==> config.mk <==
export PLATFORM = sky130hd
export DESIGN_NAME = xor_crc8_frame_receiver_unit
export DESIGN_NICKNAME = d
export VERILOG_FILES = /design/src/design/frx_pkg.sv /design/src/design/xor_crc8_frame_receiver_unit.sv /design/src/design/frx_ram.sv /design/src/design/frx_parse.sv /design/src/design/frx_emit.sv
export SDC_FILE = /design/constraint.sdc
export NUM_CORES = 1
export LEC_CHECK = 0
export BUFFER_PORTS_ARGS = -buffer_cell sky130_fd_sc_hd__buf_4
export CAP_MARGIN = 20
export CORE_ASPECT_RATIO = 2
export CORE_UTILIZATION = 35
export CTS_CLUSTER_SIZE = 30
export DETAILED_ROUTE_END_ITERATION = 10
export PLACE_DENSITY = 0.59
export SLEW_MARGIN = 20
export SYNTH_ARGS = -nofsm -noshare
export SYNTH_HDL_FRONTEND = slang
export SYNTH_SLANG_ARGS = --single-unit
==> constraint.sdc <==
create_clock -name clk -period 8.16 [get_ports clk]
set_clock_uncertainty 0.1 [all_clocks]
set_input_delay 1.632 -clock clk [delete_from_list [all_inputs] [get_ports clk]]
set_output_delay 1.632 -clock clk [all_outputs]
set_load 0.02 [all_outputs]
==> src/design/frx_pkg.sv <==
// shared types, codes and the crc helper of the frame receiver
package frx_pkg;

  // result status codes
  typedef enum logic [2:0] {
    ST_OK      = 3'd0,
    ST_NOISE   = 3'd1,
    ST_BAD_LEN = 3'd2,
    ST_CRC     = 3'd3,
    ST_LINE    = 3'd4,
    ST_TIMEOUT = 3'd5
  } status_t;

  // configuration register indexes
  localparam logic [1:0] CFG_SYNC    = 2'd0;
  localparam logic [1:0] CFG_KEY     = 2'd1;
  localparam logic [1:0] CFG_TIMEOUT = 2'd2;

  localparam logic [7:0]  SYNC_RESET    = 8'hAA;
  localparam logic [7:0]  KEY_RESET     = 8'h5A;
  localparam logic [15:0] TIMEOUT_RESET = 16'd50;

  localparam logic [7:0]  CRC_POLY = 8'h8C;
  localparam logic [15:0] IDLE_MAX = 16'hFFFF;

  typedef struct packed {
    logic [7:0]  sync_byte;
    logic [7:0]  xor_key;
    logic [15:0] timeout_ticks;
  } cfg_t;

  // event from the parser to the emitter
  typedef struct packed {
    logic    post;
    logic    good;
    status_t status;
  } evt_t;

  // one result word as it sits in the output register
  typedef struct packed {
    status_t     status;
    logic        item_kind;
    logic [7:0]  message_id;
    logic [5:0]  payload_length;
    logic [4:0]  byte_index;
    logic [7:0]  payload_byte;
    logic        last;
  } out_word_t;

  // reflected crc-8, lsb first, one byte
  function automatic logic [7:0] crc8_step(input logic [7:0] crc_in, input logic [7:0] data);
    logic [7:0] c;
    logic [7:0] b;
    logic       mix;
    c = crc_in;
    b = data;
    for (int k = 0; k < 8; k++) begin
      mix = c[0] ^ b[0];
      c = {1'b0, c[7:1]};
      if (mix) begin
        c = c ^ CRC_POLY;
      end
      b = {1'b0, b[7:1]};
    end
    return c;
  endfunction

endpackage

==> src/design/xor_crc8_frame_receiver_unit.sv <==
// top level of the xor scrambled crc-8 frame receiver
// Receive deframer for frames of SYNC, LEN, MSG_ID, LEN-1 payload bytes and CRC, every
// byte after SYNC XOR-decoded with xor_key and checked against a reflected CRC-8
// (poly 0x8C, init 0) over the decoded LEN, ID and payload. Input words are either a
// received byte (mode 0) or a millisecond tick (mode 1). Every input word is processed in
// the cycle it is accepted; a fault or a timeout gives one status word, a good frame
// gives a header word followed by one word per payload byte. Payload bytes are kept in a
// MAX_BYTES deep ram and read back through its registered port after the crc byte: each
// payload word passes through E_READ (address) and then E_WAIT (data to the output
// register), so a good frame with payload holds stall high until its last payload word
// is loaded, longer under output stall. A single output register sits between the two
// channels; a new input word is taken only when that register is empty or hands its
// word on in the same cycle, so a stalled result word also holds the input off.
module xor_crc8_frame_receiver_unit #(
  parameter int MAX_BYTES = 32
) (
  input  logic        clk,
  input  logic        rst,
  // configuration write port
  input  logic        cfg_write,
  input  logic [1:0]  cfg_index,
  input  logic [15:0] cfg_data,
  // input channel
  input  logic        in_valid,
  output logic        in_stall,
  input  logic        mode,
  input  logic [7:0]  rx_byte,
  input  logic        line_error,
  // result channel
  output logic        out_valid,
  input  logic        out_stall,
  output logic [2:0]  status,
  output logic        item_kind,
  output logic [7:0]  message_id,
  output logic [5:0]  payload_length,
  output logic [4:0]  byte_index,
  output logic [7:0]  payload_byte,
  output logic        last
);

  localparam int LW = $clog2(MAX_BYTES + 1);
  localparam int AW = (MAX_BYTES > 1) ? $clog2(MAX_BYTES) : 1;

  frx_pkg::cfg_t      cfg;
  frx_pkg::evt_t      evt;
  frx_pkg::out_word_t out_word;
  logic               ready_in;
  logic               accept;
  logic [7:0]         frame_id;
  logic [LW-1:0]      frame_length;
  logic               mem_we;
  logic [AW-1:0]      mem_waddr;
  logic [7:0]         mem_wdata;
  logic [AW-1:0]      mem_raddr;
  logic [7:0]         mem_rdata;

  // configuration registers
  always_ff @(posedge clk) begin
    if (rst) begin
      cfg.sync_byte     <= frx_pkg::SYNC_RESET;
      cfg.xor_key       <= frx_pkg::KEY_RESET;
      cfg.timeout_ticks <= frx_pkg::TIMEOUT_RESET;
    end else if (cfg_write) begin
      unique case (cfg_index)
        frx_pkg::CFG_SYNC:    cfg.sync_byte     <= cfg_data[7:0];
        frx_pkg::CFG_KEY:     cfg.xor_key       <= cfg_data[7:0];
        frx_pkg::CFG_TIMEOUT: cfg.timeout_ticks <= cfg_data;
        default: ;
      endcase
    end
  end

  // input is held off while a payload run drains from the store or the output register is stalled
  assign in_stall = !ready_in;
  assign accept   = in_valid && ready_in;

  frx_parse #(
    .MAX_BYTES(MAX_BYTES)
  ) u_parse (
    .clk         (clk),
    .rst         (rst),
    .accept      (accept),
    .mode        (mode),
    .rx_byte     (rx_byte),
    .line_error  (line_error),
    .cfg         (cfg),
    .evt         (evt),
    .frame_id    (frame_id),
    .frame_length(frame_length),
    .mem_we      (mem_we),
    .mem_waddr   (mem_waddr),
    .mem_wdata   (mem_wdata)
  );

  // payload store
  frx_ram #(
    .WIDTH(8),
    .DEPTH(MAX_BYTES)
  ) u_store (
    .clk  (clk),
    .we   (mem_we),
    .waddr(mem_waddr),
    .wdata(mem_wdata),
    .raddr(mem_raddr),
    .rdata(mem_rdata)
  );

  frx_emit #(
    .MAX_BYTES(MAX_BYTES)
  ) u_emit (
    .clk         (clk),
    .rst         (rst),
    .evt         (evt),
    .frame_id    (frame_id),
    .frame_length(frame_length),
    .mem_raddr   (mem_raddr),
    .mem_rdata   (mem_rdata),
    .ready_in    (ready_in),
    .out_valid   (out_valid),
    .out_stall   (out_stall),
    .out_word    (out_word)
  );

  assign status         = out_word.status;
  assign item_kind      = out_word.item_kind;
  assign message_id     = out_word.message_id;
  assign payload_length = out_word.payload_length;
  assign byte_index     = out_word.byte_index;
  assign payload_byte   = out_word.payload_byte;
  assign last           = out_word.last;

  // store is written only by an accepted byte word
  a_store_write: assert property (@(posedge clk) disable iff (rst)
    mem_we |-> (accept && !mode && !line_error))
    else $error("payload store written without an accepted byte");

  // a posted result reaches the output register on the next edge
  a_post_loads: assert property (@(posedge clk) disable iff (rst)
    evt.post |=> out_valid)
    else $error("posted result not presented");

  // a good frame with payload blocks input while the store drains
  a_drain_stall: assert property (@(posedge clk) disable iff (rst)
    (evt.post && evt.good && frame_length != '0) |=> in_stall)
    else $error("input taken during payload readback");

  // results are only posted for accepted words
  a_post_accept: assert property (@(posedge clk) disable iff (rst)
    evt.post |-> accept)
    else $error("result posted without an accepted word");

endmodule

==> src/design/frx_ram.sv <==
// generic single write port ram with registered read
module frx_ram #(
  parameter int WIDTH = 8,
  parameter int DEPTH = 32
) (
  input  logic                                   clk,
  input  logic                                   we,
  input  logic [(DEPTH > 1 ? $clog2(DEPTH) : 1)-1:0] waddr,
  input  logic [WIDTH-1:0]                       wdata,
  input  logic [(DEPTH > 1 ? $clog2(DEPTH) : 1)-1:0] raddr,
  output logic [WIDTH-1:0]                       rdata
);

  logic [WIDTH-1:0] mem [DEPTH];

  always_ff @(posedge clk) begin
    if (we) begin
      mem[waddr] <= wdata;
    end
    rdata <= mem[raddr];
  end

endmodule

==> src/design/frx_parse.sv <==
// frame parser: phase tracking, xor decode, crc, timeout, payload store writes
module frx_parse #(
  parameter int MAX_BYTES = 32
) (
  input  logic                          clk,
  input  logic                          rst,
  input  logic                          accept,
  input  logic                          mode,
  input  logic [7:0]                    rx_byte,
  input  logic                          line_error,
  input  frx_pkg::cfg_t                 cfg,
  output frx_pkg::evt_t                 evt,
  output logic [7:0]                    frame_id,
  output logic [$clog2(MAX_BYTES+1)-1:0] frame_length,
  output logic                          mem_we,
  output logic [(MAX_BYTES > 1 ? $clog2(MAX_BYTES) : 1)-1:0] mem_waddr,
  output logic [7:0]                    mem_wdata
);

  localparam int LW = $clog2(MAX_BYTES + 1);
  localparam int AW = (MAX_BYTES > 1) ? $clog2(MAX_BYTES) : 1;
  localparam logic [8:0] LEN_LIMIT = 9'(MAX_BYTES + 1);

  typedef enum logic [4:0] {
    PH_SYNC = 5'b00001,
    PH_LEN  = 5'b00010,
    PH_ID   = 5'b00100,
    PH_PAY  = 5'b01000,
    PH_CRC  = 5'b10000
  } phase_t;

  phase_t        phase, phase_next;
  logic [LW-1:0] frame_length_next;
  logic [7:0]    frame_id_next;
  logic [LW-1:0] byte_count, byte_count_next;
  logic [LW-1:0] count_inc;
  logic [7:0]    running_crc, running_crc_next;
  logic [15:0]   idle_ticks, idle_ticks_next;
  logic [15:0]   idle_sat;
  logic [7:0]    dec;
  logic [7:0]    crc_in;
  logic [7:0]    crc_out;
  logic          in_frame;

  assign dec       = rx_byte ^ cfg.xor_key;
  assign crc_in    = (phase == PH_LEN) ? 8'h00 : running_crc;
  assign crc_out   = frx_pkg::crc8_step(crc_in, dec);
  assign count_inc = byte_count + LW'(1);
  assign idle_sat  = (idle_ticks == frx_pkg::IDLE_MAX) ? idle_ticks : idle_ticks + 16'd1;
  assign in_frame  = (phase == PH_LEN) || (phase == PH_ID) || (phase == PH_PAY) ||
                     (phase == PH_CRC);

  assign mem_waddr = byte_count[AW-1:0];
  assign mem_wdata = dec;

  always_comb begin
    phase_next        = phase;
    frame_length_next = frame_length;
    frame_id_next     = frame_id;
    byte_count_next   = byte_count;
    running_crc_next  = running_crc;
    idle_ticks_next   = idle_ticks;
    evt               = '{post: 1'b0, good: 1'b0, status: frx_pkg::ST_OK};
    mem_we            = 1'b0;
    if (accept) begin
      if (mode) begin
        // tick: count idle time only inside a frame
        if (in_frame) begin
          idle_ticks_next = idle_sat;
          if (idle_sat > cfg.timeout_ticks) begin
            evt.post   = 1'b1;
            evt.status = frx_pkg::ST_TIMEOUT;
            phase_next = PH_SYNC;
          end
        end
      end else begin
        idle_ticks_next = '0;
        if (line_error) begin
          evt.post   = 1'b1;
          evt.status = frx_pkg::ST_LINE;
          phase_next = PH_SYNC;
        end else begin
          unique case (phase)
            PH_LEN: begin
              if (dec == 8'd0 || {1'b0, dec} > LEN_LIMIT) begin
                evt.post   = 1'b1;
                evt.status = frx_pkg::ST_BAD_LEN;
                phase_next = PH_SYNC;
              end else begin
                frame_length_next = LW'(dec - 8'd1);
                running_crc_next  = crc_out;
                phase_next        = PH_ID;
              end
            end
            PH_ID: begin
              frame_id_next    = dec;
              running_crc_next = crc_out;
              byte_count_next  = '0;
              phase_next       = (frame_length == '0) ? PH_CRC : PH_PAY;
            end
            PH_PAY: begin
              mem_we           = 1'b1;
              running_crc_next = crc_out;
              byte_count_next  = count_inc;
              if (count_inc >= frame_length) begin
                phase_next = PH_CRC;
              end
            end
            PH_CRC: begin
              evt.post   = 1'b1;
              phase_next = PH_SYNC;
              if (dec != running_crc) begin
                evt.status = frx_pkg::ST_CRC;
              end else begin
                evt.good = 1'b1;
              end
            end
            default: begin
              // hunting for sync, raw byte compare
              if (rx_byte == cfg.sync_byte) begin
                phase_next       = PH_LEN;
                running_crc_next = 8'h00;
              end else begin
                evt.post   = 1'b1;
                evt.status = frx_pkg::ST_NOISE;
                phase_next = PH_SYNC;
              end
            end
          endcase
        end
      end
    end
  end

  always_ff @(posedge clk) begin
    if (rst) begin
      phase        <= PH_SYNC;
      frame_length <= '0;
      frame_id     <= '0;
      byte_count   <= '0;
      running_crc  <= '0;
      idle_ticks   <= '0;
    end else begin
      phase        <= phase_next;
      frame_length <= frame_length_next;
      frame_id     <= frame_id_next;
      byte_count   <= byte_count_next;
      running_crc  <= running_crc_next;
      idle_ticks   <= idle_ticks_next;
    end
  end

endmodule

==> src/design/frx_emit.sv <==
// result sequencer: output register and payload readback from the store
module frx_emit #(
  parameter int MAX_BYTES = 32
) (
  input  logic                          clk,
  input  logic                          rst,
  input  frx_pkg::evt_t                 evt,
  input  logic [7:0]                    frame_id,
  input  logic [$clog2(MAX_BYTES+1)-1:0] frame_length,
  output logic [(MAX_BYTES > 1 ? $clog2(MAX_BYTES) : 1)-1:0] mem_raddr,
  input  logic [7:0]                    mem_rdata,
  output logic                          ready_in,
  output logic                          out_valid,
  input  logic                          out_stall,
  output frx_pkg::out_word_t            out_word
);

  localparam int LW = $clog2(MAX_BYTES + 1);
  localparam int AW = (MAX_BYTES > 1) ? $clog2(MAX_BYTES) : 1;

  typedef enum logic [2:0] {
    E_IDLE = 3'b001,
    E_READ = 3'b010,
    E_WAIT = 3'b100
  } emit_state_t;

  emit_state_t        state, state_next;
  logic [AW-1:0]      idx, idx_next;
  logic               slot_free;
  logic               load;
  logic               is_last;
  frx_pkg::out_word_t word_next;

  assign slot_free = !out_valid || !out_stall;
  assign ready_in  = (state == E_IDLE) && slot_free;
  assign mem_raddr = idx;
  assign is_last   = (LW'(idx) + LW'(1)) == frame_length;

  always_comb begin
    state_next = state;
    idx_next   = idx;
    load       = 1'b0;
    word_next  = '{status: frx_pkg::ST_OK, item_kind: 1'b0, message_id: 8'h00,
                   payload_length: 6'd0, byte_index: 5'd0, payload_byte: 8'h00,
                   last: 1'b1};
    unique case (state)
      E_IDLE: begin
        if (evt.post) begin
          load = 1'b1;
          if (evt.good) begin
            word_next.message_id     = frame_id;
            word_next.payload_length = 6'(frame_length);
            word_next.last           = (frame_length == '0);
            if (frame_length != '0) begin
              idx_next   = '0;
              state_next = E_READ;
            end
          end else begin
            word_next.status = evt.status;
          end
        end
      end
      E_READ: begin
        state_next = E_WAIT;
      end
      E_WAIT: begin
        if (slot_free) begin
          load                     = 1'b1;
          word_next.item_kind      = 1'b1;
          word_next.message_id     = frame_id;
          word_next.payload_length = 6'(frame_length);
          word_next.byte_index     = 5'(idx);
          word_next.payload_byte   = mem_rdata;
          word_next.last           = is_last;
          if (is_last) begin
            state_next = E_IDLE;
          end else begin
            idx_next   = idx + AW'(1);
            state_next = E_READ;
          end
        end
      end
      default: begin
        state_next = E_IDLE;
      end
    endcase
  end

  always_ff @(posedge clk) begin
    if (rst) begin
      state     <= E_IDLE;
      out_valid <= 1'b0;
      idx       <= '0;
    end else begin
      state     <= state_next;
      idx       <= idx_next;
      out_valid <= load || (out_valid && out_stall);
    end
  end

  always_ff @(posedge clk) begin
    if (load) begin
      out_word <= word_next;
    end
  end

endmodule

==> flow_summary.yaml, run 1 <==
run_status:
  outcome: "finished clean"
detailed_routing:
  wl_per_cell_um: 21.7
  drc: 0
  drt_first_pass_iters: 5
  viasPerCell: 5.13
  drt-initial-drc-count: 527
  wl_um: 41100
  ant_nets: 0
  vias: 9708
global_routing:
  antenna_found_initial: 0
  grt_max_degree: 88
  grt_pass1_wl_um: 61600
  overflow: 0
  grt_pass1_vias: 9977
  grt_use_total_pct: 17.3
clock_network:
  postCtsHoldBufs: 0
  htreeDepth: 2
  cts_buffers: 35
  clkTransAtPathRegs_ns: 0.06
  clock_latency_ns: 0.54
  root_buffer: "clkbuf_16"
  cts_tree: "done"
  cts_max_path_buffers: 3
  post_cts_buffers: 0
  clock-sinks: 386
  cts.repair.resized: 0
worst_setup_path:
  critPathMaxStageDelay_ns: 0.71
  cp_cell_sequence: "and4_1 -> nand4_2 -> o41ai_2 -> or3_1 -> xnor2_1 -> ha_1 -> and2_1 -> a221o_1 -> a221o_1 -> nor3_1 -> a21oi_4 -> nand2_1 -> nand2b_1 -> buf_4"
  path_class: "flip-flop to flip-flop"
  critPathSlowestCell: "o41ai_2"
  cp_common_cell: "a221o_1"
  critPathArrivalTime_ns: 4.99
  r2r_start: "u_parse.idle_ticks[3]$_SDFFE_PP0P_"
  r2r_cells: 14
  startpoint_type: "flip-flop"
  end_kind: "flip-flop"
  r2r_slack_ns: 3.31
  cp_max_fo: 32
  required_ns: 8.30
  regToRegEndpoint: "u_emit.out_word[13]$_SDFFCE_PN0P_"
power:
  pwr-share-seq_pct: 53.5
  intPower_mw: 3.13
  p_per_area_nw_per_um2: 208
  peakVddDrop_mv: 0.131
  clkPwrFrac_pct: 41.9
  sw_frac_of_total_pct: 21.6
  combPwrFrac_pct: 4.6
  power_switching_mw: 0.863
  p_leak_nw: 6.24
yosys:
  ys.flop_type: "edfxtp_1"
  synth_async_sr_flop_share_pct: 0
  synth_cell_types: 67
  syn_nets: 1230
  synth_seq_cells: 386
  syn_area_um2: 16800
  synth_area_leaders: "edfxtp_1 (51%), dfxtp_1 (12%), mux4_2 (11%)"
  synth.largest_area_cell: "edfxtp_1"
  syn_inst: 1167
  avgSynthCellArea_um2: 14.4
  yosys_warnings: 0
  synth_largest_type_area_fraction_pct: 51.5
  synth_edf_count: 288
  synth-seq-area-share_pct: 63.2
floorplanning:
  core_area_um2: 47400
  fp.dieArea_um2: 48900
  io_pins: 67
  std_cell_rows: 113
  initial_core_util_pct: 35.5
  die_w_um: 157
  die_h_um: 312
placed_design:
  io_buffers: 66
  dp_hpwl_um: 29400
  gp_congestion: 0.859
sta:
  period_share_pct: 59.4
  setup_viol_count_final: 0
  relSlewSlack_pct: 29.5
  hold_viol: 0
  worst_pin_slew_ns: 1.06
  period_minus_slack_ns: 4.85
  holdWs_ns: 0.355
  rsz0062_at_grt: "no"
  clock.fmax_ghz: 0.206
  drv_slew: 0
  setup_tns_ns: 0
layout:
  layout_commonest_cell: "edfxtp_1"
  drive_above_1_share_pct: 19.9
  nNetsFinal: 1299
  n_antenna_cell: 0
  syn_to_final_growth_pct: 14.2
  mostFrequentLayoutCells: "edfxtp_1 (288), nor2_1 (119), dfxtp_1 (96), nand2_1 (88)"
min_path:
  min_path_type: "flip-flop to flip-flop"
  holdPathEnd: "cfg[6]$_SDFFE_PP0P_"
  hold_start: "cfg[6]$_SDFFE_PP0P_"
  holdPathStages: 2
job:
  maxCapViolations: 0
state kept, by name, summed over array words and instances (netlist names):
| register | flops |
|---|---|
| cfg | 32 |
| u_emit.mem_raddr | 5 |
| u_emit.out_valid | 1 |
| u_emit.out_word | 32 |
| u_emit.state | 3 |
| u_parse.byte_count | 6 |
| u_parse.frame_id | 8 |
| u_parse.frame_length | 6 |
| u_parse.idle_ticks | 16 |
| u_parse.phase | 5 |
| u_parse.running_crc | 8 |
| u_store.mem | 256 |
| u_store.rdata | 8 |
through the flow:
step | cells | instance area, um^2 | utilization [%] | setup WS, ns | total power [mW]
2_1_floorplan | 1167 | 16800 | - | 3.42 | 2.29
3_3_place_gp | 1830 | 18000 | 38.0 | 2.93 | 2.36
3_5_place_dp | 1830 | 18000 | 38.0 | 2.83 | 2.36
4_1_cts | 1893 | 19200 | 40.5 | 3.31 | 4.03
5_1_grt | 1894 | 19200 | 40.5 | 3.01 | 4.12
6_report | 1894 | 19200 | 40.5 | 3.31 | 3.99
cell usage after synthesis (5+ instances only):
| master | instances |
|---|---|
| edfxtp_1 | 288 |
| a31oi_1 | 7 |
| mux4_2 | 80 |
| buf_2 | 6 |
| mux2i_1 | 15 |
| a21o_1 | 5 |
| a22oi_1 | 9 |
| xnor2_1 | 50 |
| xnor3_1 | 7 |
| nor4_1 | 6 |
| a211oi_1 | 11 |
| nand3b_1 | 13 |
| nand4_1 | 8 |
| inv_1 | 38 |
| nand2b_1 | 9 |
| mux2_2 | 8 |
| nand3_1 | 16 |
| xor2_1 | 14 |
| nand2_1 | 88 |
| a21oi_1 | 46 |
| nor2b_1 | 18 |
| dfxtp_1 | 98 |
| clkbuf_1 | 38 |
| ha_1 | 30 |
| buf_1 | 5 |
| nor3_1 | 19 |
| a211o_1 | 8 |
| o21ai_0 | 23 |
| nor2_1 | 119 |
| and3_1 | 5 |
| and2_1 | 18 |
worst max-delay path by stage:
stage	from	end	slack [ns]
after floorplan	rx_byte[0]	u_emit.out_word[0]$_DFFE_PP_	3.42
after detailed placement	rx_byte[0]	u_emit.out_word[0]$_DFFE_PP_	2.83
after CTS	u_parse.idle_ticks[3]$_SDFFE_PP0P_	u_emit.out_word[0]$_DFFE_PP_	3.31
final	u_parse.idle_ticks[3]$_SDFFE_PP0P_	u_emit.out_word[13]$_SDFFCE_PN0P_	3.31
after global routing	u_parse.idle_ticks[3]$_SDFFE_PP0P_	u_emit.out_word[0]$_DFFE_PP_	3.01
after global placement	rx_byte[0]	u_emit.out_word[12]$_SDFFCE_PN0P_	2.93
final cells by class:
class,instances,area (um^2)
sequential,386,10600
multi-input combinational,693,5860
timing repair buffer,81,616
inverter,39,146
clock buffer,43,947
tap,632,791
clock inverter,20,213
fill,4359,28200
cell families (layout without fill, tap and decap cells):
family,Yosys count,in the layout,share of synthesized area (%)
fa+ha+maj,30,30,2.23
flops,386,386,63.2
simple gates,345,345,10.1
buf+inv,88,183,2.01
xor+xnor,76,76,4.81
mux,103,103,12.2
compound gates,139,139,5.55
power by group through the flow:
stage	combinational [mW]	clock (mW)	sequential, mW
2_1_floorplan	0.108	0	2.18
3_3_place_gp	0.178	0	2.18
3_5_place_dp	0.183	0	2.18
4_1_cts	0.183	1.71	2.14
5_1_grt	0.198	1.78	2.14
6_report	0.183	1.67	2.14
layer usage:
layer / wire length, um / vias up / global-route usage (%)
li1: - / 4523 / -
met1: 13100 / 4863 / 15.9
met4: 2200 / 0 / 9.34
met5: 0 / - / 0
met2: 24600 / 235 / 35.3
met3: 1240 / 87 / 1.88
worst max-delay path, delay by kind of cell, from the launching register on:
| family | cells | cell delay [ns] |
|---|---|---|
| simple gates | 7 | 1.79 |
| compound gates | 4 | 1.49 |
| flops | 1 | 0.44 |
| fa+ha+maj | 1 | 0.28 |
| buf+inv | 1 | 0.26 |
| xor+xnor | 1 | 0.16 |
(Power assumes the default switching activity.)
==> run 2, diff against run 1 <==
- PLACE_DENSITY: 0.59 -> 0.61
- clock period: 8.16 -> 4.2 ns (I/O delays scaled with it)
==> run 2 against run 1 <==
Die area is the same. Sequential power grew 94%. First-iteration DRC count grew 24%. Final area grew 2.3%. Hold slack gained 0.0024 ns. Cell count grew 2.6%. Critical path type unchanged.
==> flow_summary.yaml, run 2 (synthesized netlist as in run 1, its figures left out) <==
job:
  maxCapViolations: 0
clock_network:
  cts_max_path_buffers: 3
  cts_tree: "done"
  clkTransAtPathRegs_ns: 0.07
  root_buffer: "clkbuf_16"
  post_cts_buffers: 0
  clock-sinks: 386
  htreeDepth: 2
  cts_buffers: 36
  clock_latency_ns: 0.55
worst_setup_path:
  r2r_cells: 17
  cp_max_fo: 9
  r2r_start: "u_parse.idle_ticks[5]$_SDFFE_PP0P_"
  critPathArrivalTime_ns: 4.16
  startpoint_type: "flip-flop"
  end_kind: "flip-flop"
  critPathLaunch: "u_parse.idle_ticks[5]$_SDFFE_PP0P_"
  required_ns: 4.34
  regToRegEndpoint: "u_emit.out_word[16]$_DFFE_PP_"
  r2r_slack_ns: 0.19
  path_class: "flip-flop to flip-flop"
sta:
  clock.fmax_ghz: 0.249
  worst_pin_slew_ns: 1.02
  drv_slew: 0
  period_share_pct: 95.5
  setup_tns_ns: 0
  setup_viol_count_final: 0
  relSlewSlack_pct: 31.1
  period_minus_slack_ns: 4.01
  hold_viol: 0
layout:
  fillers: 4325
  reg_top3: "u_store.mem x256, cfg x32, u_emit.out_word x32"
  regMostFlops: "u_store.mem"
  drive_above_1_share_pct: 23.9
  layout_commonest_cell: "edfxtp_1"
  syn_to_final_growth_pct: 16.9
  nNetsFinal: 1347
  mostFrequentLayoutCells: "edfxtp_1 (288), buf_4 (126), nor2_1 (119), dfxtp_1 (94), nand2_1 (88)"
  largest_register_ffs: 256
  n_antenna_cell: 0
  stdcell_count: 1943
global_routing:
  grt_use_total_pct: 16.6
  grt_pass1_wl_um: 59800
  grt_max_degree: 89
  overflow: 0
  grt_pass1_vias: 10200
  antenna_found_initial: 0
min_path:
  holdPathStages: 2
  holdPathEnd: "cfg[10]$_SDFFE_PP0P_"
  hold_start: "cfg[10]$_SDFFE_PP0P_"
  min_path_type: "flip-flop to flip-flop"
detailed_routing:
  wl_met2_um: 22900
  drc: 0
  wl_um: 39600
  viasPerCell: 5.13
  routed.top_layer: "met4"
  drt_first_pass_iters: 5
  ant_nets: 0
  wl_per_cell_um: 20.4
  vias: 9961
  drt-initial-drc-count: 653
  route.layer.met1.wl_um: 12600
  met3_length_um: 1260
power:
  p_per_area_nw_per_um2: 396
  total_power_mw: 7.76
  p_leak_nw: 6.54
  peakVddDrop_mv: 0.240
floorplanning:
  std_cell_rows: 113
  fp.dieArea_um2: 48900
  die_w_um: 157
  io_pins: 67
  die_h_um: 312
  core_area_um2: 47400
  initial_core_util_pct: 35.5
placed_design:
  io_buffers: 66
  dp.cells: 1878
  dp_hpwl_um: 28500
  gp_congestion: 0.843
run_status:
  outcome: "finished clean"
-- run 2: cell count changes in the layout (fill, tap and decap cells not counted), sizes merged --
cell	change
clkinv	-1
clkbuf	-2
clkinvlp	+3
bufinv	-1
inv	+3
buf	+47
-- run 2: cell type report --
type,count,area (um^2),area share (%)
Timing Repair Buffer,128,986,5.02
Clock inverter,24,216,1.10
Inverter,39,146,0.746
Sequential cell,386,10600,54.1
Multi-Input combinational cell,693,5920,30.2
Tap cell,632,791,4.03
Clock buffer,41,951,4.84
-- run 2: layer usage --
layer	global-route usage, %	vias up
met5	0	-
met4	11.4	0
met3	2.04	111
met2	32.6	218
met1	15.2	5009
li1	-	4623
-- run 2: how the worst max path moves through the flow --
stage	slack, ns	to
after global routing	-0.01	u_emit.out_word[16]$_DFFE_PP_
after global placement	0.06	u_emit.out_word[26]$_DFFE_PP_
final	0.19	u_emit.out_word[16]$_DFFE_PP_
after detailed placement	0.05	u_emit.out_word[19]$_DFFE_PP_
after floorplan	0.08	u_emit.out_word[0]$_DFFE_PP_
after CTS	0.02	u_emit.out_word[19]$_DFFE_PP_
-- run 2: through the flow --
step | setup WS [ns] | hold slack [ns] | util [%] | instance area (um^2)
finish | 0.188 | 0.357 | 41.4 | 19600
global placement | 0.0612 | 0.345 | 38.8 | 18400
CTS | 0.0180 | 0.358 | 41.3 | 19600
floorplan | 0.0784 | 0.335 | - | 16800
global route | -0.0137 | 0.378 | 41.4 | 19600
detailed placement | 0.0455 | 0.350 | 38.8 | 18400
-- run 2: report_power, final --
group | switching [mW] | internal, mW | total [mW]
Combinational | 0.228 | 0.133 | 0.361
Sequential | 0.0114 | 4.14 | 4.15
Clock | 1.47 | 1.78 | 3.25
Total | 1.71 | 6.06 | 7.76
-- run 2: critical path, stage by stage, from the launching register on --
cell,delay (ns)
dfxtp_1,0.39
and4_2,0.30
nand4_4,0.20
buf_4,0.22
nor2_1,0.16
and3_1,0.23
nand3_1,0.11
o21a_1,0.14
ha_1,0.26
and4_1,0.22
nand4_1,0.20
a221oi_2,0.24
nor3_2,0.08
buf_4,0.15
a21oi_4,0.22
nand2_1,0.17
nand2b_4,0.14
buf_4,0.18
-- run 2: repair_timing --
item | in CTS | in global routing
setup endpoints to repair | 0 | 32
resized for setup | 0 | 12
hold buffers | 0 | 0
